--- src/kmc_pkg.sv ---
`timescale 1ns / 1ps
package kmc_pkg;
  localparam int MaxClusters = 16;
  localparam int CountBits   = 24;
  localparam int IdxBits     = 4;

  localparam logic [1:0] REQ_SET   = 2'd0;
  localparam logic [1:0] REQ_PIXEL = 2'd1;
  localparam logic [1:0] REQ_END   = 2'd2;

  localparam logic RES_PIXEL  = 1'b0;
  localparam logic RES_REPORT = 1'b1;

  typedef struct packed {
    logic [1:0] req_type;
    logic [3:0] cluster_index;
    logic [7:0] red;
    logic [7:0] green;
    logic [7:0] blue;
  } req_t;

  typedef struct packed {
    logic       result_kind;
    logic [3:0] assigned_index;
    logic [7:0] out_red;
    logic [7:0] out_green;
    logic [7:0] out_blue;
    logic       any_changed;
    logic       pass_overflow;
  } res_t;

  // controller -> datapath
  typedef struct packed {
    logic       load;      // latch request
    logic       set_cent;  // write centroid slot
    logic       cmp_step;  // compare centroid at idx
    logic       acc;       // accumulate pixel into best
    logic       div_start; // start divide for cluster idx
    logic       clear;     // clear accumulator idx
    logic       emit_pix;
    logic       emit_end;
    logic       clr_flags;
    logic [IdxBits-1:0] idx;
  } cmd_t;

  // datapath -> controller
  typedef struct packed {
    logic div_busy;
    logic cnt_zero;
  } sts_t;
endpackage

--- src/kmc_div.sv ---
`timescale 1ns / 1ps
module kmc_div
  import kmc_pkg::*;
(
  input  logic                 clk,
  input  logic                 rst,
  input  logic                 start,
  input  logic [31:0]          num,
  input  logic [CountBits-1:0] den,
  output logic                 busy,
  output logic [31:0]          quo
);
  // restoring divider, one quotient bit per cycle
  logic [CountBits:0]   rem;
  logic [5:0]           cnt;
  logic [CountBits:0]   trial;

  assign trial = {rem[CountBits-1:0], quo[31]};

  always_ff @(posedge clk) begin
    if (rst) begin
      busy <= 1'b0;
      cnt  <= '0;
    end else if (start) begin
      busy <= 1'b1;
      cnt  <= 6'd32;
      rem  <= '0;
      quo  <= num;
    end else if (busy) begin
      if (trial >= {1'b0, den}) begin
        rem <= trial - {1'b0, den};
        quo <= {quo[30:0], 1'b1};
      end else begin
        rem <= trial;
        quo <= {quo[30:0], 1'b0};
      end
      cnt <= cnt - 6'd1;
      if (cnt == 6'd1) busy <= 1'b0;
    end
  end
endmodule

--- src/kmc_datapath.sv ---
`timescale 1ns / 1ps
module kmc_datapath
  import kmc_pkg::*;
(
  input  logic clk,
  input  logic rst,
  input  cmd_t cmd,
  input  req_t req,
  output sts_t sts,
  output logic [1:0] cur_type,
  output res_t res
);
  localparam logic [31:0] SumMax = '1;
  localparam logic [CountBits-1:0] CntMax = '1;

  req_t r;
  logic [23:0] cent [MaxClusters];
  logic [31:0] sr [MaxClusters];
  logic [31:0] sg [MaxClusters];
  logic [31:0] sb [MaxClusters];
  logic [CountBits-1:0] cnt [MaxClusters];
  logic ovf, moved;
  logic [IdxBits-1:0] best;
  logic [17:0] best_d;
  logic [1:0]  ch;
  logic [IdxBits-1:0] didx;
  logic [7:0] m_r, m_g;

  assign cur_type = r.req_type;

  // one centroid distance per cycle
  logic [23:0] c;
  logic [8:0] dr, dg, db;
  logic [7:0] ar, ag, ab;
  logic [17:0] d;
  always_comb begin
    c  = cent[cmd.idx];
    dr = {1'b0, c[23:16]} - {1'b0, r.red};
    dg = {1'b0, c[15:8]} - {1'b0, r.green};
    db = {1'b0, c[7:0]} - {1'b0, r.blue};
    ar = dr[8] ? 8'(-dr) : dr[7:0];
    ag = dg[8] ? 8'(-dg) : dg[7:0];
    ab = db[8] ? 8'(-db) : db[7:0];
    d  = 18'({8'd0, ar} * {8'd0, ar}) + 18'({8'd0, ag} * {8'd0, ag}) +
         18'({8'd0, ab} * {8'd0, ab});
  end

  // shared divider, three channels in turn
  logic        dstart, dbusy;
  logic [31:0] dnum, dq;
  logic [7:0]  mq;
  always_comb begin
    case (ch)
      2'd0:    dnum = sr[didx];
      2'd1:    dnum = sg[didx];
      default: dnum = sb[didx];
    endcase
  end
  assign mq = (dq > 32'd255) ? 8'hFF : dq[7:0];

  logic dbusy_q, ddone;
  kmc_div u_div (
    .clk(clk), .rst(rst), .start(dstart), .num(dnum), .den(cnt[didx]),
    .busy(dbusy), .quo(dq)
  );
  assign ddone = dbusy_q && !dbusy;
  assign sts.div_busy = dstart || dbusy || (ch != 2'd0) || ddone;
  assign sts.cnt_zero = (cnt[cmd.idx] == '0);

  logic [32:0] ar2, ag2, ab2;
  assign ar2 = {1'b0, sr[best]} + 33'(r.red);
  assign ag2 = {1'b0, sg[best]} + 33'(r.green);
  assign ab2 = {1'b0, sb[best]} + 33'(r.blue);

  always_ff @(posedge clk) begin
    if (rst) begin
      for (int i = 0; i < MaxClusters; i++) begin
        cent[i] <= '0; sr[i] <= '0; sg[i] <= '0; sb[i] <= '0; cnt[i] <= '0;
      end
      ovf <= 1'b0; moved <= 1'b0; ch <= '0; dstart <= 1'b0; dbusy_q <= 1'b0;
      r <= '0; didx <= '0; best <= '0; best_d <= '0; res <= '0;
    end else begin
      // next channel starts as soon as the previous quotient is taken
      dstart  <= cmd.div_start || (ddone && ch != 2'd2);
      dbusy_q <= dbusy;
      if (cmd.load) r <= req;
      if (cmd.set_cent) cent[r.cluster_index] <= {r.red, r.green, r.blue};
      if (cmd.cmp_step) begin
        if (cmd.idx == '0 || d < best_d) begin
          best_d <= d;
          best   <= cmd.idx;
        end
      end
      if (cmd.acc) begin
        if (cnt[best] == CntMax) ovf <= 1'b1;
        else begin
          cnt[best] <= cnt[best] + 1'b1;
          sr[best] <= ar2[32] ? SumMax : ar2[31:0];
          sg[best] <= ag2[32] ? SumMax : ag2[31:0];
          sb[best] <= ab2[32] ? SumMax : ab2[31:0];
          if (ar2[32] || ag2[32] || ab2[32]) ovf <= 1'b1;
        end
      end
      if (cmd.div_start) begin
        didx <= cmd.idx; ch <= 2'd0;
      end
      if (ddone) begin
        case (ch)
          2'd0: begin m_r <= mq; ch <= 2'd1; end
          2'd1: begin m_g <= mq; ch <= 2'd2; end
          default: begin
            ch <= 2'd0;
            if ({m_r, m_g, mq} != cent[didx]) moved <= 1'b1;
            cent[didx] <= {m_r, m_g, mq};
          end
        endcase
      end
      if (cmd.clear) begin
        sr[cmd.idx] <= '0; sg[cmd.idx] <= '0; sb[cmd.idx] <= '0;
        cnt[cmd.idx] <= '0;
      end
      if (cmd.clr_flags) begin ovf <= 1'b0; moved <= 1'b0; end
      if (cmd.emit_pix) begin
        res <= '{result_kind: RES_PIXEL, assigned_index: best,
                 out_red: cent[best][23:16], out_green: cent[best][15:8],
                 out_blue: cent[best][7:0], any_changed: 1'b0, pass_overflow: 1'b0};
      end else if (cmd.emit_end) begin
        res <= '{result_kind: RES_REPORT, assigned_index: '0, out_red: '0,
                 out_green: '0, out_blue: '0, any_changed: moved, pass_overflow: ovf};
      end
    end
  end
endmodule

--- src/kmc_ctrl.sv ---
`timescale 1ns / 1ps
module kmc_ctrl
  import kmc_pkg::*;
(
  input  logic       clk,
  input  logic       rst,
  input  logic       in_valid,
  output logic       in_stall,
  input  logic       out_stall,
  output logic       out_valid,
  input  logic       cfg_we,
  input  logic [4:0] cfg_data,
  input  logic [1:0] cur_type,
  input  sts_t       sts,
  output cmd_t       cmd
);
  typedef enum logic [6:0] {
    S_IDLE  = 7'b0000001,
    S_DEC   = 7'b0000010,
    S_CMP   = 7'b0000100,
    S_ACC   = 7'b0001000,
    S_UPD   = 7'b0010000,
    S_WAIT  = 7'b0100000,
    S_CLR   = 7'b1000000
  } state_t;

  state_t state, state_next;
  logic [IdxBits-1:0] idx, idx_next;
  logic [4:0] ncl;
  logic [IdxBits-1:0] last;
  logic clr_pend;
  logic out_free;

  always_comb begin
    if (ncl == 5'd0) last = '0;
    else if (ncl > 5'(MaxClusters)) last = IdxBits'(MaxClusters - 1);
    else last = IdxBits'(ncl - 5'd1);
  end

  // output register free, or emptied at this edge
  assign out_free = !out_valid || !out_stall;
  assign in_stall = (state != S_IDLE);

  always_comb begin
    cmd = '0;
    cmd.idx = idx;
    // flags clear the cycle after the report is captured
    cmd.clr_flags = clr_pend;
    state_next = state;
    idx_next = idx;
    unique case (state)
      S_IDLE: if (in_valid && !in_stall) begin
        cmd.load = 1'b1; state_next = S_DEC;
      end
      S_DEC: begin
        idx_next = '0;
        unique case (cur_type)
          REQ_SET:   begin cmd.set_cent = 1'b1; state_next = S_IDLE; end
          REQ_PIXEL: state_next = S_CMP;
          REQ_END:   state_next = S_UPD;
          default:   state_next = S_IDLE;
        endcase
      end
      S_CMP: begin
        cmd.cmp_step = 1'b1;
        if (idx == last) state_next = S_ACC;
        else idx_next = idx + 1'b1;
      end
      S_ACC: if (out_free) begin
        cmd.acc = 1'b1; cmd.emit_pix = 1'b1; state_next = S_IDLE;
      end
      S_UPD: begin
        if (!sts.cnt_zero) begin
          cmd.div_start = 1'b1; state_next = S_WAIT;
        end else if (idx == last) begin
          idx_next = '0; state_next = S_CLR;
        end else idx_next = idx + 1'b1;
      end
      S_WAIT: if (!sts.div_busy) begin
        if (idx == last) begin idx_next = '0; state_next = S_CLR; end
        else begin idx_next = idx + 1'b1; state_next = S_UPD; end
      end
      S_CLR: begin
        cmd.clear = 1'b1;
        if (idx == IdxBits'(MaxClusters - 1)) begin
          if (out_free) begin
            cmd.emit_end = 1'b1; state_next = S_IDLE;
          end
        end else idx_next = idx + 1'b1;
      end
      default: state_next = S_IDLE;
    endcase
  end

  always_ff @(posedge clk) begin
    if (rst) begin
      state <= S_IDLE; idx <= '0; ncl <= 5'd1; out_valid <= 1'b0;
      clr_pend <= 1'b0;
    end else begin
      state <= state_next; idx <= idx_next;
      if (cfg_we) ncl <= cfg_data;
      clr_pend <= cmd.emit_end;
      if (cmd.emit_pix || cmd.emit_end) out_valid <= 1'b1;
      else if (!out_stall) out_valid <= 1'b0;
    end
  end
endmodule

--- src/kmeans_rgb_cluster_pass.sv ---
`timescale 1ns / 1ps
// Set request: decoded, then its centroid slot is written. Pixel: the K clusters in use are
// compared in turn, then the result is registered. End of pass: each non-empty cluster's
// three channel means are divided in turn, empty ones skipped, and all 16 accumulators
// cleared. Throughput: one request at a time, the next taken once the last has finished;
// a stalled result waits in the output register and only holds back the next result.
// Reset (rst, synchronous) zeroes centroids, accumulators and flags, sets cluster count to 1.
module kmeans_rgb_cluster_pass
  import kmc_pkg::*;
(
  input  logic       clk,
  input  logic       rst,
  input  logic       in_valid,
  output logic       in_stall,
  input  req_t       in_data,
  output logic       out_valid,
  input  logic       out_stall,
  output res_t       out_data,
  input  logic       cfg_we,
  input  logic [4:0] cfg_data
);
  cmd_t cmd;
  sts_t sts;
  logic [1:0] cur_type;

  // controller sequences requests; datapath holds all state
  kmc_ctrl u_ctrl (
    .clk(clk), .rst(rst), .in_valid(in_valid), .in_stall(in_stall),
    .out_stall(out_stall), .out_valid(out_valid), .cfg_we(cfg_we),
    .cfg_data(cfg_data), .cur_type(cur_type), .sts(sts), .cmd(cmd)
  );

  kmc_datapath u_dp (
    .clk(clk), .rst(rst), .cmd(cmd), .req(in_data), .sts(sts),
    .cur_type(cur_type), .res(out_data)
  );
endmodule

--- config.mk ---
export PLATFORM = sky130hd
export DESIGN_NAME = kmeans_rgb_cluster_pass
export DESIGN_NICKNAME = d
export VERILOG_FILES = /design/src/kmc_pkg.sv /design/src/kmc_div.sv /design/src/kmc_datapath.sv /design/src/kmc_ctrl.sv /design/src/kmeans_rgb_cluster_pass.sv
export SDC_FILE = /design/constraint.sdc
export NUM_CORES = 2
export LEC_CHECK = 0
export BUFFER_PORTS_ARGS = -buffer_cell sky130_fd_sc_hd__buf_4
export CORE_ASPECT_RATIO = 0.8
export CORE_UTILIZATION = 40
export CTS_BUF_LIST = sky130_fd_sc_hd__clkbuf_8 sky130_fd_sc_hd__clkbuf_16
export DETAILED_ROUTE_END_ITERATION = 16
export GPL_TIMING_DRIVEN = 1
export PLACE_DENSITY = 0.57
export SYNTH_ARGS = -nofsm -noshare
export SYNTH_HDL_FRONTEND = slang
export SYNTH_SLANG_ARGS = --single-unit
--- constraint.sdc ---
create_clock -name clk -period 19.5 [get_ports clk]
set_input_delay 0.975 -clock clk [delete_from_list [all_inputs] [get_ports clk]]
set_output_delay 0.975 -clock clk [all_outputs]
set_load 0.01 [all_outputs]
Word-level counts from Yosys, hierarchy flattened
Memory sizes are Yosys's and may differ from the RTL's. A register that Yosys moved wholly into a read port is not among the register bits.
Cells that the tools add are included.
- $add $sub $neg: 16
- div/mod/pow operators: 0
- reductions and logical operators: 49
- bitwise gates (word level): 2
- order comparisons: 4
- equality and inequality tests: 26
- multipliers: 3
- mux-type cells: 127
- shifts and indexed selects: 0
- operators by type and width (kind ; number):
    $mux 32 ; 11
    $reduce_or 32->1 ; 6
    $mux 4 ; 41
    $mux 24 ; 6
    $add 32x8->33 ; 3
    $reduce_or 24->1 ; 4
    $pmux 32 s2 ; 1
    $mux 30 ; 2
    $mux 7 ; 8
    $pmux 7 s7 ; 1
    $mul 8x8->16 ; 3
    $mux 1 ; 46
    $gt 32x8->1 const B ; 1
    $mux 8 ; 4
    $sub 8x8->9 ; 3
    $ge 25x24->1 ; 1
    $add 24x1->24 const B ; 1
    $eq 24x24->1 const B ; 1
    $logic_not 24->1 ; 1
    $ne 24x24->1 ; 1
    $neg 8->8 ; 3
    $sub 24x24->24 ; 1
    $pmux 4 s5 ; 1
    $add 18x16->18 ; 1
    39 further kinds ; 76
- input port bits: 40
- memory bits (writable): 2304
- word-level logic and storage cells: 264
- memories: 5
- latch bits: 0
- output and inout port bits: 33
- flip-flop bits (word level): 190
- ROM bits: 0
- memories (name ; depth ; width ; rd ports ; clocked after Yosys merged registers in ; wr ports ; RTL line ; source):
    u_dp.sb ; 16 ; 32 ; 2 ; 2 ; 16 ; kmc_datapath.sv:20 ; logic [31:0] sb [MaxClusters];
    u_dp.sg ; 16 ; 32 ; 2 ; 2 ; 16 ; kmc_datapath.sv:19 ; logic [31:0] sg [MaxClusters];
    u_dp.sr ; 16 ; 32 ; 2 ; 2 ; 16 ; kmc_datapath.sv:18 ; logic [31:0] sr [MaxClusters];
    u_dp.cent ; 16 ; 24 ; 3 ; 3 ; 16 ; kmc_datapath.sv:17 ; logic [23:0] cent [MaxClusters];
    u_dp.cnt ; 16 ; 24 ; 3 ; 3 ; 16 ; kmc_datapath.sv:21 ; logic [CountBits-1:0] cnt [MaxClusters];

Depth between registers and ports, before layout
- depth in word-level cells: 11
- depth in mapped cells: 61
- gate-level depth less buffers: 55

Cells and area by module
A second synthesis with hierarchy kept.
- cells, all modules: 13137
- area, all modules: 139780.3 µm²
- by module, submodules not included (module ; cells each ; area each (µm²) ; seq. area each (µm²) ; times used):
    kmc_datapath ; 12586 ; 134310.1 ; 52470.3 ; 1
    kmc_div ; 376 ; 4073.9 ; 1821.7 ; 1
    kmc_ctrl ; 175 ; 1396.3 ; 360.3 ; 1

Least setup slack after synthesis
Ideal clock, no wire load.
- path kind: register -> register
- from: register with a tool-made name
- to: register u_dp.best_d[0]
- stages on the path, launching flop included: 58
- clock period less this slack: 14558 ps
- library setup time: 128 ps
- setup slack: 4942 ps
- arrival time: 14431 ps
- required time: 19372 ps
- buffers on the path: 6
- path through: dfxtp_1 > clkbuf_1 > clkbuf_1 > clkbuf_1 > buf_1 > mux4_2 > mux4_2 > inv_1 > ha_1 > inv_1 > fa_1 > a21o_1 > a21oi_1 > nor2b_1 > o21a_1 > o41ai_1 > o41ai_1 > xor2_1 > (+22 left out) > ha_1 > or2_2 > a21oi_1 > a211oi_1 > o31ai_1 > o21bai_1 > a21oi_1 > xnor2_1 > ha_1 > nor3_1 > o21ai_0 > nor3_1 > a21oi_1 > a221o_1 > clkbuf_1 > clkbuf_1 > mux2i_1 > nor2_1
- RTL lines (item ; RTL line ; source):
    end signal, assigned ; kmc_datapath.sv:81 ; r <= '0; didx <= '0; best <= '0; best_d <= '0; res <= '0;
    end signal, assigned ; kmc_datapath.sv:90 ; best_d <= d;
    end, declared ; kmc_datapath.sv:24 ; logic [17:0] best_d;

==> metrics.csv <==
metric;value;unit
status;completed;
std cell rows;195;
post-CTS sizing;0;
post-synthesis register bit count;2506;
crit-path max FO;26;
GP Congestion;0.933;
drt pass-1 iters;8;
post-synthesis sequential area ratio;51.8;%
IO Count;73;
Worst Path Arrival;16.80;ns
clk sinks;2506;
min cycle time layout;16.09;ns
worst slew pin tran;1.45;ns
GRT overflow;0;
most common cell after layout, fill and taps aside;edfxtp_1;
number of fill cells;31200;
full die area;0.359;mm^2
setup TNS;0;ns
hold depth;3;
Max Fclk;62.2;MHz
clk slew on worst S/H paths;0.06;ns
Cell Area, Synth;0.143;mm^2
CTS buffer count;278;
Layout Nets;10300;
clock root buffer master;clkbuf_16;
crit-path max cell delay;0.86;ns
total track usage;29.6;%
data required time of the worst path;20.21;ns
Max-cap violations;0;
Detailed Route Iter0 Violations;16900;
number of synthesized flops with an enable pin;2376;
ys flop type;edfxtp_1;
Initial Util;40.3;%
largest net degree at the start of global routing;133;
Slowest-stage cell, CP;o41ai_1;
Post-synth ARST share;0;%
Syn. warnings;0;
Fin. Hold Viols;0;
RSZ-0062 raised after global routing;false;
Startpoint Class;flip-flop;
vias in the first global route;98100;
Syn Area/Cell;13.9;um^2
Clock Latency Late Sink;0.91;ns
Top cell by count, worst path;fa_1;
first-pass GRT wire length;759000;um
final wirelength;542000;um
antenna viol nets, final;0;
drt wl/cell;36.3;um
die height;536;um
setup slack, reg-to-reg;3.41;ns
Hold Crit Class;input pin to flip-flop;
final worst path period share;82.5;%
TritonCTS clock tree;built;
clock skew;0.0724;ns
area delta synth->final;9.73;%
Slew Viols, Final;0;
share of cells above drive strength 1;23.8;%
DRC;0;
Rel. slew slack;2.07;%
Hold Startpoint;in_data[14];
setup bufs post-CTS;0;
post-detail-place hpwl;318000;um
synth unique cells;104;
Hold Crit Endpoint;u_dp.r[14];
DR vias/cell;6.76;
endpoint type of the worst setup path;flip-flop;
CP delay by family, top;adder cells;
initial antenna violation count;20;
reg-to-reg endpoint;u_dp.best_d[11];
Gate Count Post-Synth;10300;
# hold bufs at CTS;0;
Max clock buf depth;4;
Worst Path Buf+Inv;11;
input/output buffers;72;
H-tree depth;5;
Die X;670;um
Final setup viols;0;
Vias;101000;
Core Box Area;0.354;mm^2
critical path class;flip-flop to flip-flop;
R2R depth;53;
syn nets;10600;
most frequent cells in the layout;edfxtp_1 (2376), nor2_1 (2212), mux4_2 (1458), nand2_1 (407), inv_1 (393);
==> worst min-delay path, stage by stage <==
cell and delay, ns:
buf_4 0.11, nand2_1 0.04, a21oi_1 0.05
==> synth_stat cells (26+ instances only) <==
| cell type | n | area (um^2) |
|---|---|---|
| clkbuf_1 | 564 | 2120 |
| a211oi_1 | 63 | 473 |
| nand3_1 | 71 | 355 |
| nor2_1 | 2219 | 8330 |
| buf_6 | 30 | 338 |
| nor4_1 | 85 | 532 |
| a21oi_1 | 150 | 751 |
| a21o_1 | 58 | 435 |
| edfxtp_1 | 2376 | 71300 |
| ha_1 | 196 | 2450 |
| buf_1 | 117 | 439 |
| dfxtp_1 | 130 | 2600 |
| o211ai_1 | 26 | 195 |
| a22o_1 | 290 | 2540 |
| xor2_1 | 81 | 709 |
| fa_1 | 123 | 2460 |
| nand2_1 | 425 | 1600 |
| buf_2 | 159 | 796 |
| nand4_1 | 45 | 282 |
| inv_1 | 319 | 1200 |
| or2_2 | 28 | 175 |
| a22oi_1 | 56 | 420 |
| o21ai_0 | 200 | 1000 |
| xnor2_1 | 134 | 1170 |
| nor3_1 | 88 | 440 |
| o21ai_1 | 26 | 130 |
| nand2b_1 | 56 | 350 |
| mux4_2 | 1458 | 32800 |
| mux2i_1 | 146 | 1460 |
| nor2b_1 | 48 | 300 |
| o21ai_2 | 46 | 403 |
| buf_4 | 56 | 420 |
==> per-layer routing <==
metal  GRT usage, %  vias to the layer above  routed length, um
li1               -                    38900                  -
met4           9.76                       18              20700
met2           43.1                     8292             231000
met1           41.5                    52300             206000
met3           10.2                     1286              83600
met5              0                        -                121
==> per-stage QoR <==
stage / hold slack (ns) / cell area [um^2] / utilization [%] / setup WS (ns) / instances
after floorplan: 0.401 / 143000 / - / 4.94 / 10300
after global placement: 0.429 / 148000 / 41.8 / 3.66 / 14400
after detailed placement: 0.431 / 148000 / 41.8 / 3.67 / 14400
after CTS: 0.287 / 157000 / 44.2 / 3.58 / 14900
after global routing: 0.319 / 157000 / 44.2 / 2.52 / 14900
final: 0.331 / 157000 / 44.2 / 3.41 / 14900
==> cells by family after synthesis <==
logic type | after synthesis | synth area share [%]
adder cells (fa/ha/maj) | 320 | 3.45
buffers and inverters | 1266 | 3.89
multiplexers | 1632 | 24.4
AND/OR/NAND/NOR | 3236 | 9.58
flip-flops | 2506 | 51.8
AO/OA/AOI/OAI | 1088 | 5.51
XOR/XNOR | 215 | 1.32
==> worst max path at each step <==
stage | startpoint | end | slack [ns] | cells after the start
2_1_floorplan | flip-flop | u_dp.best_d[0] | 4.94 | 57
3_3_place_gp | flip-flop | u_dp.best_d[7] | 3.66 | 53
3_5_place_dp | flip-flop | u_dp.best_d[15] | 3.67 | 53
4_1_cts | flip-flop | u_dp.best_d[15] | 3.58 | 53
5_1_grt | flip-flop | u_dp.best_d[11] | 2.52 | 53
6_report | flip-flop | u_dp.best_d[11] | 3.41 | 53
==> sequential cells by signal, indices dropped and copies added, names as in the netlist, 5 cells and up, named ones only <==
| signal | cells |
|---|---|
| u_ctrl.ncl | 5 |
| u_dp.m_r | 8 |
| u_dp.m_g | 8 |
| u_dp.cent | 384 |
| u_dp.cnt | 384 |
| u_ctrl.state | 7 |
| u_dp.sb | 512 |
| u_dp.r | 28 |
| u_dp.best_d | 18 |
| u_dp.u_div.quo | 32 |
| u_dp.u_div.cnt | 6 |
| u_dp.u_div.rem | 24 |
| u_dp.sr | 512 |
| u_dp.sg | 512 |
| u_dp.res | 31 |
==> area by class of cell <==
class	count	area (um^2)	share of cell area, %
inverter	324	1230	0.783
tap	4728	5920	3.78
multi-input combinational	6491	63800	40.7
clock buffer	295	7280	4.65
sequential	2506	74000	47.2
timing repair buffer	376	3100	1.98
antenna	3	7.51	0.00479
clock inverter	196	1310	0.836
Power is left out: the tool's default activity adds up to more than one toggle a clock period on the data nets, which glitch-free logic cannot reach.
